===== config.mk =====
export PLATFORM = sky130hd
export DESIGN_NAME = ordered_wait_list
export DESIGN_NICKNAME = d
export VERILOG_FILES = /design/src/owl_pkg.sv /design/src/owl_cell.sv /design/src/ordered_wait_list.sv
export SDC_FILE = /design/constraint.sdc
export NUM_CORES = 1
export LEC_CHECK = 0
export ABC_CLOCK_PERIOD_IN_PS = 3550
export BUFFER_PORTS_ARGS = -buffer_cell sky130_fd_sc_hd__buf_4
export CAP_MARGIN = 10
export CORE_UTILIZATION = 45
export DETAILED_ROUTE_END_ITERATION = 8
export HOLD_SLACK_MARGIN = 0.08
export PLACE_DENSITY = 0.7
export SLEW_MARGIN = 40
export SYNTH_ARGS = -nofsm -noshare
export SYNTH_HDL_FRONTEND = slang
export SYNTH_SLANG_ARGS = --single-unit

===== constraint.sdc =====
create_clock -name clk -period 3.55 [get_ports clk]
set_clock_uncertainty 0.15 [all_clocks]
set_input_delay 0.355 -clock clk [delete_from_list [all_inputs] [get_ports clk]]
set_output_delay 0.355 -clock clk [all_outputs]
set_load 0.05 [all_outputs]

===== src/owl_pkg.sv =====
// Types, codes and sizes shared by the ordered wait list modules.
package owl_pkg;

  localparam int DEPTH    = 16;
  localparam int ID_WIDTH = 16;
  localparam int CNT_W    = $clog2(DEPTH + 1);
  localparam int OCC_W    = 5;
  localparam int FID_W    = 16;

  typedef enum logic [1:0] {
    REQ_INSERT   = 2'd0,
    REQ_REMOVE   = 2'd1,
    REQ_WAKE_ONE = 2'd2,
    REQ_WAKE_ALL = 2'd3
  } owl_req_t;

  typedef enum logic [2:0] {
    STAT_INSERTED  = 3'd0,
    STAT_FULL      = 3'd1,
    STAT_REMOVED   = 3'd2,
    STAT_NOT_FOUND = 3'd3,
    STAT_WOKEN     = 3'd4,
    STAT_EMPTY     = 3'd5
  } owl_status_t;

  typedef enum logic [1:0] {
    S_IDLE  = 2'b01,
    S_BURST = 2'b10
  } owl_state_t;

  typedef struct packed {
    logic [1:0]       req_type;
    logic [FID_W-1:0] entry_id;
  } owl_in_t;

  typedef struct packed {
    logic [2:0]       status;
    logic [FID_W-1:0] woken_id;
    logic             last;
    logic [OCC_W-1:0] occupancy;
  } owl_out_t;

  // Broadcast controls seen by every cell of the chain
  typedef struct packed {
    logic                rm;
    logic                shift;
    logic                ins;
    logic [ID_WIDTH-1:0] key;
  } owl_cell_ctl_t;

endpackage


===== src/owl_cell.sv =====
// One slot of the wait list chain: holds an id, compares, shifts toward the head.
module owl_cell (
  input  logic                          clk,
  input  owl_pkg::owl_cell_ctl_t        ctl,
  input  logic                          active,
  input  logic                          tail,
  input  logic [owl_pkg::ID_WIDTH-1:0]  nbr_id,
  input  logic                          seen_in,
  output logic [owl_pkg::ID_WIDTH-1:0]  id_q,
  output logic                          seen_out
);

  logic [owl_pkg::ID_WIDTH-1:0] id_r;
  logic [owl_pkg::ID_WIDTH-1:0] id_nxt;
  logic                         hit;

  // a match at this slot or nearer the head closes the gap here
  assign hit      = ctl.rm && active && (id_r == ctl.key);
  assign seen_out = seen_in | hit;

  always_comb begin
    if (ctl.ins && tail) begin
      id_nxt = ctl.key;
    end else if (ctl.shift || (ctl.rm && seen_out)) begin
      id_nxt = nbr_id;
    end else begin
      id_nxt = id_r;
    end
  end

  always_ff @(posedge clk) begin
    id_r <= id_nxt;
  end

  assign id_q = id_r;

endmodule


===== src/ordered_wait_list.sv =====
// Ordered wait list: FIFO of waiter ids with remove-by-id, pop and drain-all.
//
// Input channel in_valid/in_stall/in_data carries one request per beat:
// insert, remove by id, wake one, wake all. Result channel
// out_valid/out_stall/out_data returns status, woken id, last and occupancy.
// Insert, remove and wake one update the chain of compare-and-shift cells
// and give one result beat, registered, in the cycle after accept. A new
// request is taken every cycle while the result register drains and no
// wake all runs. Wake all on a non-empty list enters a drain state, then
// moves one id per cycle out of the head cell while the result register
// drains; no request is accepted until the final beat (last set) is in
// the result register. A stalled result beat holds; in_stall rises while
// the result register is full and stalled. Reset (rst_n low, synchronous)
// empties the list and drops any pending result; slots are not cleared.
module ordered_wait_list (
  input  logic              clk,
  input  logic              rst_n,
  input  logic              in_valid,
  output logic              in_stall,
  input  owl_pkg::owl_in_t  in_data,
  output logic              out_valid,
  input  logic              out_stall,
  output owl_pkg::owl_out_t out_data
);

  localparam int DEPTH = owl_pkg::DEPTH;
  localparam int IDW   = owl_pkg::ID_WIDTH;
  localparam int CNT_W = owl_pkg::CNT_W;
  localparam int OCC_W = owl_pkg::OCC_W;
  localparam int FID_W = owl_pkg::FID_W;

  owl_pkg::owl_state_t    state_r, state_nxt;
  logic [CNT_W-1:0]       count_r, count_nxt;
  logic [CNT_W-1:0]       left_r, left_nxt;
  logic                   out_valid_r, out_valid_nxt;
  owl_pkg::owl_out_t      out_data_r, out_data_nxt;
  owl_pkg::owl_cell_ctl_t ctl;

  logic [IDW-1:0]   ids [DEPTH];
  logic [DEPTH-1:0] seen;
  logic             found;
  logic             out_free;
  logic             acc;

  assign out_free = !out_valid_r || !out_stall;
  assign in_stall = (state_r != owl_pkg::S_IDLE) || !out_free;
  assign acc      = in_valid && !in_stall;
  assign found    = seen[DEPTH-1];

  // Cell chain
  for (genvar i = 0; i < DEPTH; i++) begin : g_cell
    logic [IDW-1:0] nbr;
    logic           sin;
    if (i == DEPTH - 1) begin : g_end
      assign nbr = ids[i];
    end else begin : g_mid
      assign nbr = ids[i+1];
    end
    if (i == 0) begin : g_head
      assign sin = 1'b0;
    end else begin : g_body
      assign sin = seen[i-1];
    end
    owl_cell u_cell (
      .clk      (clk),
      .ctl      (ctl),
      .active   (count_r > CNT_W'(i)),
      .tail     (count_r == CNT_W'(i)),
      .nbr_id   (nbr),
      .seen_in  (sin),
      .id_q     (ids[i]),
      .seen_out (seen[i])
    );
  end

  // Chain controls, kept apart from the match result they produce
  always_comb begin
    ctl.rm    = 1'b0;
    ctl.shift = 1'b0;
    ctl.ins   = 1'b0;
    ctl.key   = IDW'(in_data.entry_id);
    if (state_r == owl_pkg::S_BURST) begin
      ctl.shift = out_free;
    end else if (acc) begin
      case (owl_pkg::owl_req_t'(in_data.req_type))
        owl_pkg::REQ_INSERT: begin
          ctl.ins = (count_r < CNT_W'(DEPTH));
        end
        owl_pkg::REQ_REMOVE: begin
          ctl.rm = 1'b1;
        end
        owl_pkg::REQ_WAKE_ONE: begin
          ctl.shift = (count_r != '0);
        end
        default: begin
        end
      endcase
    end
  end

  // Request decode and result formation
  always_comb begin
    state_nxt     = state_r;
    count_nxt     = count_r;
    left_nxt      = left_r;
    out_valid_nxt = out_free ? 1'b0 : out_valid_r;
    out_data_nxt  = out_data_r;

    if (state_r == owl_pkg::S_BURST) begin
      // drain one id per cycle from the head cell while the result register is free
      if (out_free) begin
        out_valid_nxt          = 1'b1;
        out_data_nxt.status    = owl_pkg::STAT_WOKEN;
        out_data_nxt.woken_id  = FID_W'(ids[0]);
        out_data_nxt.last      = (left_r == CNT_W'(1));
        out_data_nxt.occupancy = '0;
        left_nxt               = left_r - CNT_W'(1);
        if (left_r == CNT_W'(1)) begin
          state_nxt = owl_pkg::S_IDLE;
        end
      end
    end else if (acc) begin
      out_valid_nxt         = 1'b1;
      out_data_nxt.woken_id = '0;
      out_data_nxt.last     = 1'b1;
      case (owl_pkg::owl_req_t'(in_data.req_type))
        owl_pkg::REQ_INSERT: begin
          if (count_r < CNT_W'(DEPTH)) begin
            count_nxt           = count_r + CNT_W'(1);
            out_data_nxt.status = owl_pkg::STAT_INSERTED;
          end else begin
            out_data_nxt.status = owl_pkg::STAT_FULL;
          end
        end
        owl_pkg::REQ_REMOVE: begin
          if (found) begin
            count_nxt           = count_r - CNT_W'(1);
            out_data_nxt.status = owl_pkg::STAT_REMOVED;
          end else begin
            out_data_nxt.status = owl_pkg::STAT_NOT_FOUND;
          end
        end
        owl_pkg::REQ_WAKE_ONE: begin
          if (count_r == '0) begin
            out_data_nxt.status = owl_pkg::STAT_EMPTY;
          end else begin
            count_nxt             = count_r - CNT_W'(1);
            out_data_nxt.status   = owl_pkg::STAT_WOKEN;
            out_data_nxt.woken_id = FID_W'(ids[0]);
          end
        end
        owl_pkg::REQ_WAKE_ALL: begin
          if (count_r == '0) begin
            out_data_nxt.status = owl_pkg::STAT_EMPTY;
          end else begin
            out_valid_nxt = 1'b0;
            left_nxt      = count_r;
            count_nxt     = '0;
            state_nxt     = owl_pkg::S_BURST;
          end
        end
        default: begin
          out_data_nxt.status = owl_pkg::STAT_EMPTY;
        end
      endcase
      if (state_nxt == owl_pkg::S_IDLE) begin
        out_data_nxt.occupancy = OCC_W'(count_nxt);
      end
    end
  end

  // Control registers
  always_ff @(posedge clk) begin
    if (!rst_n) begin
      state_r     <= owl_pkg::S_IDLE;
      count_r     <= '0;
      left_r      <= '0;
      out_valid_r <= 1'b0;
    end else begin
      state_r     <= state_nxt;
      count_r     <= count_nxt;
      left_r      <= left_nxt;
      out_valid_r <= out_valid_nxt;
    end
  end

  // Result payload register
  always_ff @(posedge clk) begin
    out_data_r <= out_data_nxt;
  end

  assign out_valid = out_valid_r;
  assign out_data  = out_data_r;

endmodule


==> results of run 1 <==
worst max-delay path by stage:
stage,from,end,slack [ns],depth (start not counted)
finish,count_r[0],count_r[2],0.07,11
global route,count_r[0],count_r[2],0.008,11
CTS,in_data[3],out_data[2],0.01,11
detailed placement,in_data[3],out_data[2],-0.04,10
global placement,in_data[3],out_data[2],-0.01,10
floorplan,out_valid,g_cell[11].u_cell.id_q[0],0.05,9
placed cells by master, fill, tap and decap left out, drive strengths merged, types with 3 or more instances in the layout:
master       synthesis  final
nor4                49     49
nor2b               22     22
xnor2              138    138
mux2               240    240
and2                 3      3
o311ai               3      3
inv                 13     14
nand4               44     44
nand2               63     63
dlygate4sd3          0      3
nor3                31     31
a31oi                4      4
xor2               122    122
and3                 4      4
a211oi               6      6
dfxtp               13     13
or2                  3      3
clkinv               0      4
ha                   8      8
nand3               21     21
o221ai               3      3
a22oi                4      4
o22ai                7      7
or3                  3      3
a2111oi              6      6
nor2                66     66
edfxtp             281    281
nand3b               3      3
clkbuf              31     40
or4                  8      8
a21oi               15     15
buf                 69    151
nand2b               5      5
nor4b                4      4
o31ai                3      3
nand4b               5      5
o21ai               20     20
final cells by class:
class | count | share of cell area (%)
Clock buffer | 40 | 4.234
Timing Repair Buffer | 154 | 6.348
Sequential cell | 294 | 45.50
Multi-Input combinational cell | 945 | 39.91
Inverter | 13 | 0.2552
Clock inverter | 7 | 0.4516
Tap cell | 504 | 3.298
kinds of logic (layout without fill, tap and decap cells):
family / count (synthesis) / in the layout
AOI/OAI and AO/OA: 89 / 89
and+or+nand+nor: 347 / 347
adders and majority gates: 8 / 8
xor gates and xnor gates: 260 / 260
DFF: 294 / 294
muxes: 241 / 241
buffers and inverters: 113 / 214
sequential cells by signal (all words and copies together), names as in the netlist:
register	cells
g_cell.u_cell.id_q	256
out_data	25
count_r	5
left_r	5
state_r	2
out_valid	1
power by group:
group / switching [mW] / internal, mW / leakage, nW
combinational: 0.810 / 0.480 / 3.20
clock: 1.34 / 1.72 / 0.436
sequential: 0.111 / 3.98 / 2.67
total: 2.26 / 6.18 / 6.31
worst max-delay path: stages (launching register included):
cell	delay, ns
dfxtp_1	0.48
ha_1	0.31
nor4b_2	0.31
buf_4	0.18
nor4b_1	0.05
nand3_1	0.09
nor4_1	0.06
nand4bb_1	0.33
or4b_4	0.59
o311a_1	0.38
a2111oi_2	0.36
nor2_1	0.08
stage by stage:
stage          util, %  worst slack (ns)  total power, mW
2_1_floorplan        -           0.05425            4.976
6_report         51.85           0.07083            8.435
4_1_cts          51.78           0.01131            8.466
3_5_place_dp     49.27          -0.03696            5.423
5_1_grt          51.85          0.008107            8.693
3_3_place_gp     49.27          -0.01025            5.405
timing repair:
item,in CTS,in global routing
endpoints found under the setup margin,0,146
resized for setup,0,5
endpoints found under the hold margin,11,0
hold buffers,3,0
per-layer routing:
layer | part of all wire (%) | wire length (µm) | up-vias
li1 | - | - | 5169
met1 | 42 | 19670 | 5811
met2 | 48 | 22360 | 496
met3 | 6.8 | 3177 | 99
met4 | 3.0 | 1415 | 0
met5 | 0 | 0 | -
==> metrics.cfg, run 1 <==
[synth]
yosys.cell_types.count=73
yosys.area_share.simple_pct=11.06
synthMostInstantiatedCell=edfxtp_1
synth_edf_count=281
ys_seq_area_share_pct=51.14
syn-num-nets=1382
synthTopCellsByArea=edfxtp_1 (50%), mux2_2 (16%), xnor2_1 (7.1%)
synth_compound_area_share_pct=3.730
synthCells=1352
syn_area_mm2=0.01701
synth_area_per_cell_um2=12.58
yosys.area_share.adder_pct=0.5885
yosys_most_used_dff=edfxtp_1
yosysTopAreaCellShare_pct=49.61
synthTopCellsByCount=edfxtp_1 (281), mux2_2 (240), xnor2_1 (138)
yosys_register_bits=294
ys_warn_count=0
synthXorXnorAreaFrac_pct=13.39
async_flop_share_pct=0
synth_top_family_by_area=multiplexers
synth.largest_area_cell=edfxtp_1
synth_mux_area_share_pct=15.95

[die]
ios=49
die_h_um=196.4
rows=70
coreArea_mm2=0.03687
die_w_um=196.4
dieArea_mm2=0.03858
initial_core_util_pct=46.13

[min_path]
min-delay-start=out_stall
worstHoldPathCells=4
whs_endpoint=out_valid
hold_path.class=input pin to flip-flop

[clock_tree]
numClockSinks=294
clkLatencyLatePin_ns=0.59
root_buffer=clkbuf_16
htree_levels=1
cts_tree=done
clk_path_buf_depth=3
cts_post_setup_buffers_inserted=0
clk_pin_slew_worst_paths_ns=0.07
cts_buffers=31

[worst_setup_path]
r2r_start=count_r[0]
timing.rr.end=count_r[2]
worst-setup-path-type=flip-flop to flip-flop
crit_path_end_kind=flip-flop
arrival_ns=3.81
worstPathMaxFanout=6
required_ns=3.88
reg2reg_slack_ns=0.07
rr_worst_depth=11
start_kind=flip-flop

[place]
hpwl_um=33250
gp_congestion=0.9586
portBuffers=48
placed_cell_area_mm2=0.01817
dp_cells=1907

[power]
irDropWorstVdd_mv=0.3612
cellPowerDensity_mw_per_mm2=441.2
p_leak_nw=6.305

[sta]
tightest_slew_ns=0.7835
timing.fmax_ghz=0.2874
rsz0062_at_grt=no
hold_viol_final=0
fin_crit_sh_pct=98.00
timing.hold.ws_ns=0.1075
slew_headroom_pct=47.77
slew_viol_final=0
period_needed_ns=3.479
setup_tns_ns=0
setup_violations=0

[global_route]
grt_use_met3_pct=3.850
grt_use_total_pct=24.23
grt_pass1_vias=11670
globalRouteOverflowTotal=0
grt_util_met2_pct=40.39
busiest_layer=met2
grt_start_max_net_pins=33
antenna_found_initial=0
grt_first_pass_wirelength_um=71070
use_met1_pct=32.41

[final_layout]
nFillCells=3142
multiInputGateArea_mm2=0.007630
n_antenna_cell=0
ff_latch_area_mm2=0.008700
drive_gt1_share_pct=30.70
area_growth_pct=12.40
fin_cells=1957
final_area_mm2=0.01912
nets=1469

[drt]
wl_per_cell_um=23.82
wirelength_um=46620
first_pass_iters=5
drt_iter0_markers=941
via_per_inst=5.915
vias=11580
ant_nets=0
drcViolationCount=0

[flow_run]
maxCapViolations=0

[status]
status=completed

Note: power is estimated with default switching activity, not from simulation.
==> inputs of run 2 (changes only) <==
--- a/config.mk
+++ b/config.mk
@@ -5,6 +5,7 @@
 export SDC_FILE = /design/constraint.sdc
 export NUM_CORES = 1
 export LEC_CHECK = 0
+export ABC_AREA = 1
 export ABC_CLOCK_PERIOD_IN_PS = 3550
 export BUFFER_PORTS_ARGS = -buffer_cell sky130_fd_sc_hd__buf_4
 export CAP_MARGIN = 10
==> metrics.cfg, run 2 <==
[die]
rows=69
die_h_um=194.0
initial_core_util_pct=46.20
ios=49
dieArea_mm2=0.03765
coreArea_mm2=0.03591
die_w_um=194.0

[clock_tree]
cts_post_setup_buffers_inserted=0
root_buffer=clkbuf_16
cts_buffers=34
cts_resized=0
clk_path_buf_depth=3
clk_pin_slew_worst_paths_ns=0.06
cts_tree=done
cts_hold_buf=3
htree_levels=2
clkLatencyLatePin_ns=0.54
numClockSinks=294

[power]
cellPowerDensity_mw_per_mm2=516.3
totalPowerFinal_mw=9.694
p_leak_nw=7.894
irDropWorstVdd_mv=0.2912

[worst_setup_path]
start_kind=flip-flop
crit_path_end_kind=flip-flop
worst-setup-path-type=flip-flop to flip-flop
required_ns=3.68
worstPathMaxFanout=10
arrival_ns=3.26

[drt]
via_per_inst=5.670
drcViolationCount=0
ant_nets=0
wirelength_um=51890
first_pass_iters=6
wl_per_cell_um=21.14
vias=13920
drt_iter0_markers=1861

[final_layout]
ff_latch_area_mm2=0.008698
layout_commonest_cell=nand2_1
drive_gt1_share_pct=12.09
nets=1998
finish.utilization_pct=52.27
mostFrequentLayoutCells=nand2_1 (599), edfxtp_1 (281), o21ai_0 (263), nor2_1 (151), buf_4 (126)
multiInputGateArea_mm2=0.006756
final_area_mm2=0.01877
largest_reg_flops=256
nFillCells=3206
area_growth_pct=13.14

[synth]
synthTopCellsByCount=nand2_1 (599), edfxtp_1 (281), o21ai_0 (264)
synth_edf_count=281
async_flop_share_pct=0
yosys_most_used_dff=edfxtp_1
ys_warn_count=0
yosys.cell_types.count=46
synthMostInstantiatedCell=nand2_1
yosysTopAreaCellShare_pct=50.85
synth_area_per_cell_um2=8.656
synthTopCellsByArea=edfxtp_1 (51%), nand2_1 (14%), o21ai_0 (8.0%)
ys_seq_area_share_pct=52.42
syn_area_mm2=0.01659
yosys_register_bits=294
syn-num-nets=1947
synth.largest_area_cell=edfxtp_1
synthCells=1917

[sta]
setup_tns_ns=0
setup_violations=0
timing.fmax_ghz=0.3199
period_needed_ns=3.126
rsz0062_at_grt=no
hold_viol_final=0
slew_viol_final=0
fin_ws_ns=0.4243
slew_headroom_pct=47.06
fin_crit_sh_pct=88.05
tightest_slew_ns=0.7930

[place]
placed_cell_area_mm2=0.01757
hpwl_um=35780
gp_congestion=0.9521
dpl_worst_slack_ns=0.5539
portBuffers=48

[status]
status=completed

[global_route]
grt_start_max_net_pins=34
globalRouteOverflowTotal=0
grt_first_pass_wirelength_um=77840
grt_pass1_vias=12750
grt_use_total_pct=27.44
antenna_found_initial=1

[flow_run]
maxCapViolations=0

[min_path]
hold_path.class=input pin to flip-flop

run 2: cell types whose count changed after synthesis, sizes merged, moves of 84 or more:
cell	before	now
nand2	63	603
inv	13	145
mux2	240	0
nor2	66	167
xor2	122	38
o21ai	20	270
run 2: layer usage:
metal | up-vias | global-route usage, % | wire length [µm]
li1 | 6479 | - | -
met1 | 6520 | 38.24 | 21270
met2 | 791 | 42.73 | 22920
met3 | 131 | 5.097 | 5807
met4 | 0 | 9.877 | 1897
met5 | - | 0 | 0
run 2: power breakdown:
| part | leakage (nW) | switching [mW] | internal (mW) |
|---|---|---|---|
| clock network | 0.556 | 1.47 | 2.25 |
| logic | 4.66 | 1.17 | 0.511 |
| registers | 2.67 | 0.173 | 4.12 |
run 2: final cells by class:
| type | instances | share of cell area [%] |
|---|---|---|
| clock inverter | 24 | 1.546 |
| antenna | 1 | 0.01333 |
| inverter | 146 | 2.932 |
| multi-input combinational | 1361 | 35.99 |
| sequential | 294 | 46.33 |
| clock buffer | 37 | 4.705 |
| timing repair buffer | 131 | 5.411 |
| tap | 461 | 3.072 |
run 2: path summary, 6_finish.rpt:
check,start,endpoint,slack (ns),depth (start not counted)
worst max-delay path,count_r[0],out_data[3],0.42,13
worst min-delay path,in_data[1],g_cell[15].u_cell.id_q[1],0.11,1
worst max register to register,count_r[0],out_data[3],0.42,13
worst min register to register,state_r[1],state_r[1],0.33,2
run 2: logic make-up after synthesis:
logic type	after synthesis	share of synthesized area, %
and+or+nand+nor	895	22.83
AOI/OAI and AO/OA	330	10.47
DFF	294	52.42
buffers and inverters	262	6.914
xor gates and xnor gates	128	6.756
adders and majority gates	8	0.6033
run 2: stage by stage:
step	hold WS, ns	cells
finish	0.1135	2455
floorplan	0.2953	1917
global placement	0.3073	2390
CTS	0.08186	2454
global route	0.09105	2455
detailed placement	0.3181	2390
run 2: critical path, cell delays in order (launching register included):
cell	delay [ns]
dfxtp_1	0.56
ha_1	0.29
nand2_1	0.17
nor3_1	0.39
nor3_1	0.10
nand2_1	0.07
nor2_1	0.04
nand2_1	0.10
nand3_2	0.19
nor3_4	0.28
buf_4	0.18
nand4_1	0.12
nand3_1	0.14
a31oi_1	0.08
==> inputs of run 3 (changes only) <==
--- a/config.mk
+++ b/config.mk
@@ -9,11 +9,12 @@
 export ABC_CLOCK_PERIOD_IN_PS = 3550
 export BUFFER_PORTS_ARGS = -buffer_cell sky130_fd_sc_hd__buf_4
 export CAP_MARGIN = 10
-export CORE_UTILIZATION = 45
+export CORE_UTILIZATION = 55
 export DETAILED_ROUTE_END_ITERATION = 8
 export HOLD_SLACK_MARGIN = 0.08
-export PLACE_DENSITY = 0.7
+export PLACE_DENSITY = 0.81
 export SLEW_MARGIN = 40
 export SYNTH_ARGS = -nofsm -noshare
 export SYNTH_HDL_FRONTEND = slang
+export SYNTH_HIERARCHICAL = 1
 export SYNTH_SLANG_ARGS = --single-unit
==> metrics.cfg, run 3 <==
[sta]
setup_violations=63
tightest_slew_ns=0.7316
slew_viol_final=0
fin_crit_sh_pct=105.4
fin_ws_ns=-0.1904
hold_viol_final=0
timing.fmax_ghz=0.2673
rsz0062_at_grt=yes
slew_headroom_pct=51.04
period_needed_ns=3.740

[final_layout]
nFillCells=2507
mostFrequentLayoutCells=nand2_1 (989), inv_1 (398), edfxtp_1 (281), o21ai_0 (206), nor2_1 (202)
largest_reg_flops=256
multiInputGateArea_mm2=0.007730
ff_latch_area_mm2=0.008708
drive_gt1_share_pct=12.63
nets=2662
area_growth_pct=18.50
layout_commonest_cell=nand2_1
finish.utilization_pct=66.72
final_area_mm2=0.02116
fin_cells=3055

[worst_setup_path]
slowest_stage=dfxtp_2
crit_path_end_kind=flip-flop
cpMostUsedCell=inv_2
required_ns=3.67
worst-setup-path-type=flip-flop to flip-flop
start_kind=flip-flop
cp_slowest_stage_delay_ns=0.33
arrival_ns=3.86
worstPathMaxFanout=8

[synth]
synthTopCellsByCount=nand2_1 (1007), inv_1 (420), edfxtp_1 (281)
async_flop_share_pct=0
yosys.cell_types.count=36
synth_edf_count=281
yosysTopAreaCellShare_pct=47.25
yosys_register_bits=294
synth_area_per_cell_um2=7.343
ys_warn_count=6
syn_area_mm2=0.01786
synthMostInstantiatedCell=nand2_1
synthCells=2432
yosys_most_used_dff=edfxtp_1
syn-num-nets=2462
synthTopCellsByArea=edfxtp_1 (47%), nand2_1 (21%), inv_1 (8.8%)
synth.largest_area_cell=edfxtp_1
ys_seq_area_share_pct=48.71

[clock_tree]
clk_path_buf_depth=3
numClockSinks=294
htree_levels=2
clkLatencyLatePin_ns=0.51
clk_pin_slew_worst_paths_ns=0.06
cts_tree=done
root_buffer=clkbuf_16
cts_buffers=34

[place]
hpwl_um=33880
gp_congestion=0.8711
placed_cell_area_mm2=0.01947
portBuffers=48
dp_cells=2955

[power]
cellPowerDensity_mw_per_mm2=446.6
totalPowerFinal_mw=9.452
p_leak_nw=10.58
irDropWorstVdd_mv=0.3698

[die]
rows=65
dieArea_mm2=0.03320
initial_core_util_pct=56.30
die_w_um=182.2
ios=49
coreArea_mm2=0.03172
die_h_um=182.2

[global_route]
grt_start_max_net_pins=29
grt_pass1_vias=15990
grt_use_total_pct=28.56
grt_first_pass_wirelength_um=76560
antenna_found_initial=3
globalRouteOverflowTotal=0

[flow_run]
maxCapViolations=0

[drt]
vias=16400
drcViolationCount=0
wl_per_cell_um=16.00
first_pass_iters=6
drt_iter0_markers=1390
via_per_inst=5.369
wirelength_um=48870
ant_nets=0

[min_path]
hold_path.class=input pin to flip-flop

[status]
violations=negative setup slack
status=finished, violations left

==> run 3: cell types whose count changed after synthesis, moves of 16 or more <==
cell | previous run | this run
buf_2 | 20 | 37
nand3_1 | 47 | 82
nor2_1 | 151 | 205
o21ai_0 | 264 | 207
inv_2 | 21 | 2
buf_4 | 18 | 0
nand2_1 | 599 | 1007
nand4_1 | 38 | 8
xor2_1 | 38 | 0
inv_1 | 123 | 420
clkbuf_1 | 68 | 1
o22ai_1 | 17 | 1
==> run 3: cell families (layout without fill, tap and decap cells) <==
logic type / Yosys count / count (layout) / share of synthesized area [%]
other cells: 1 / 2 / 0.02100
simple gates: 1336 / 1339 / 29.41
xor+xnor: 81 / 81 / 3.973
buf+inv: 463 / 680 / 10.12
fa+ha+maj: 8 / 8 / 0.5605
compound gates: 249 / 249 / 7.217
flops: 294 / 294 / 48.71
==> run 3: critical path: cells and delay by family (launching register included) <==
family | cells | cell delay (ns)
compound gates | 3 | 0.22
fa+ha+maj | 1 | 0.15
buf+inv | 18 | 1.04
flops | 1 | 0.33
simple gates | 23 | 1.61
==> run 3: cell type report <==
cell class	instances	share of cell area [%]
Sequential cell	294	41.15
Multi-Input combinational cell	1678	36.53
Timing Repair Buffer	202	7.822
Inverter	422	7.556
Clock buffer	47	4.352
Tap cell	402	2.377
Clock inverter	9	0.2010
Antenna cell	1	0.01183
==> run 3: what timing repair did <==
item / CTS / global route
buffers inserted: 29 / 12
setup endpoints to repair: 27 / 107
pin swaps: 12 / 19
hold buffers: 1 / 0
hold endpoints to repair: 6 / 0
resized for setup: 14 / 72
gates cloned: 0 / 6
==> run 3: metrics by stage <==
step	TNS [ns]	worst slack [ns]	hold slack, ns
after floorplan	-1.848	-0.1530	0.2893
after global placement	-1.449	-0.1132	0.3015
after detailed placement	-4.299	-0.2166	0.3128
after CTS	-0.001812	-0.001812	0.09593
after global routing	-21.06	-0.4372	0.1155
final	-4.960	-0.1904	0.1170
==> run 3: power by group <==
group	internal [mW]	switching (mW)	total, mW	leakage, nW
clock network	1.80	1.36	3.17	0.470
logic	0.697	1.21	1.91	7.42
registers	4.18	0.197	4.38	2.70
total	6.68	2.77	9.45	10.6
==> run 3: path summary, 6_finish.rpt <==
kind / start / end / slack, ns / depth (start not counted)
max reg2reg: count_r[1] / out_data[0] / -0.19 / 45
min: in_data[14] / g_cell[0].u_cell/id_q[14] / 0.12 / 3
max: count_r[1] / out_data[0] / -0.19 / 45
min reg2reg: left_r[1] / left_r[1] / 0.33 / 2
==> run 3: layer usage <==
metal / wire (µm) / track usage [%]
met3: 3486 / 4.989
met4: 1916 / 11.16
met2: 24280 / 51.37
met5: 39 / 0
met1: 19150 / 33.86
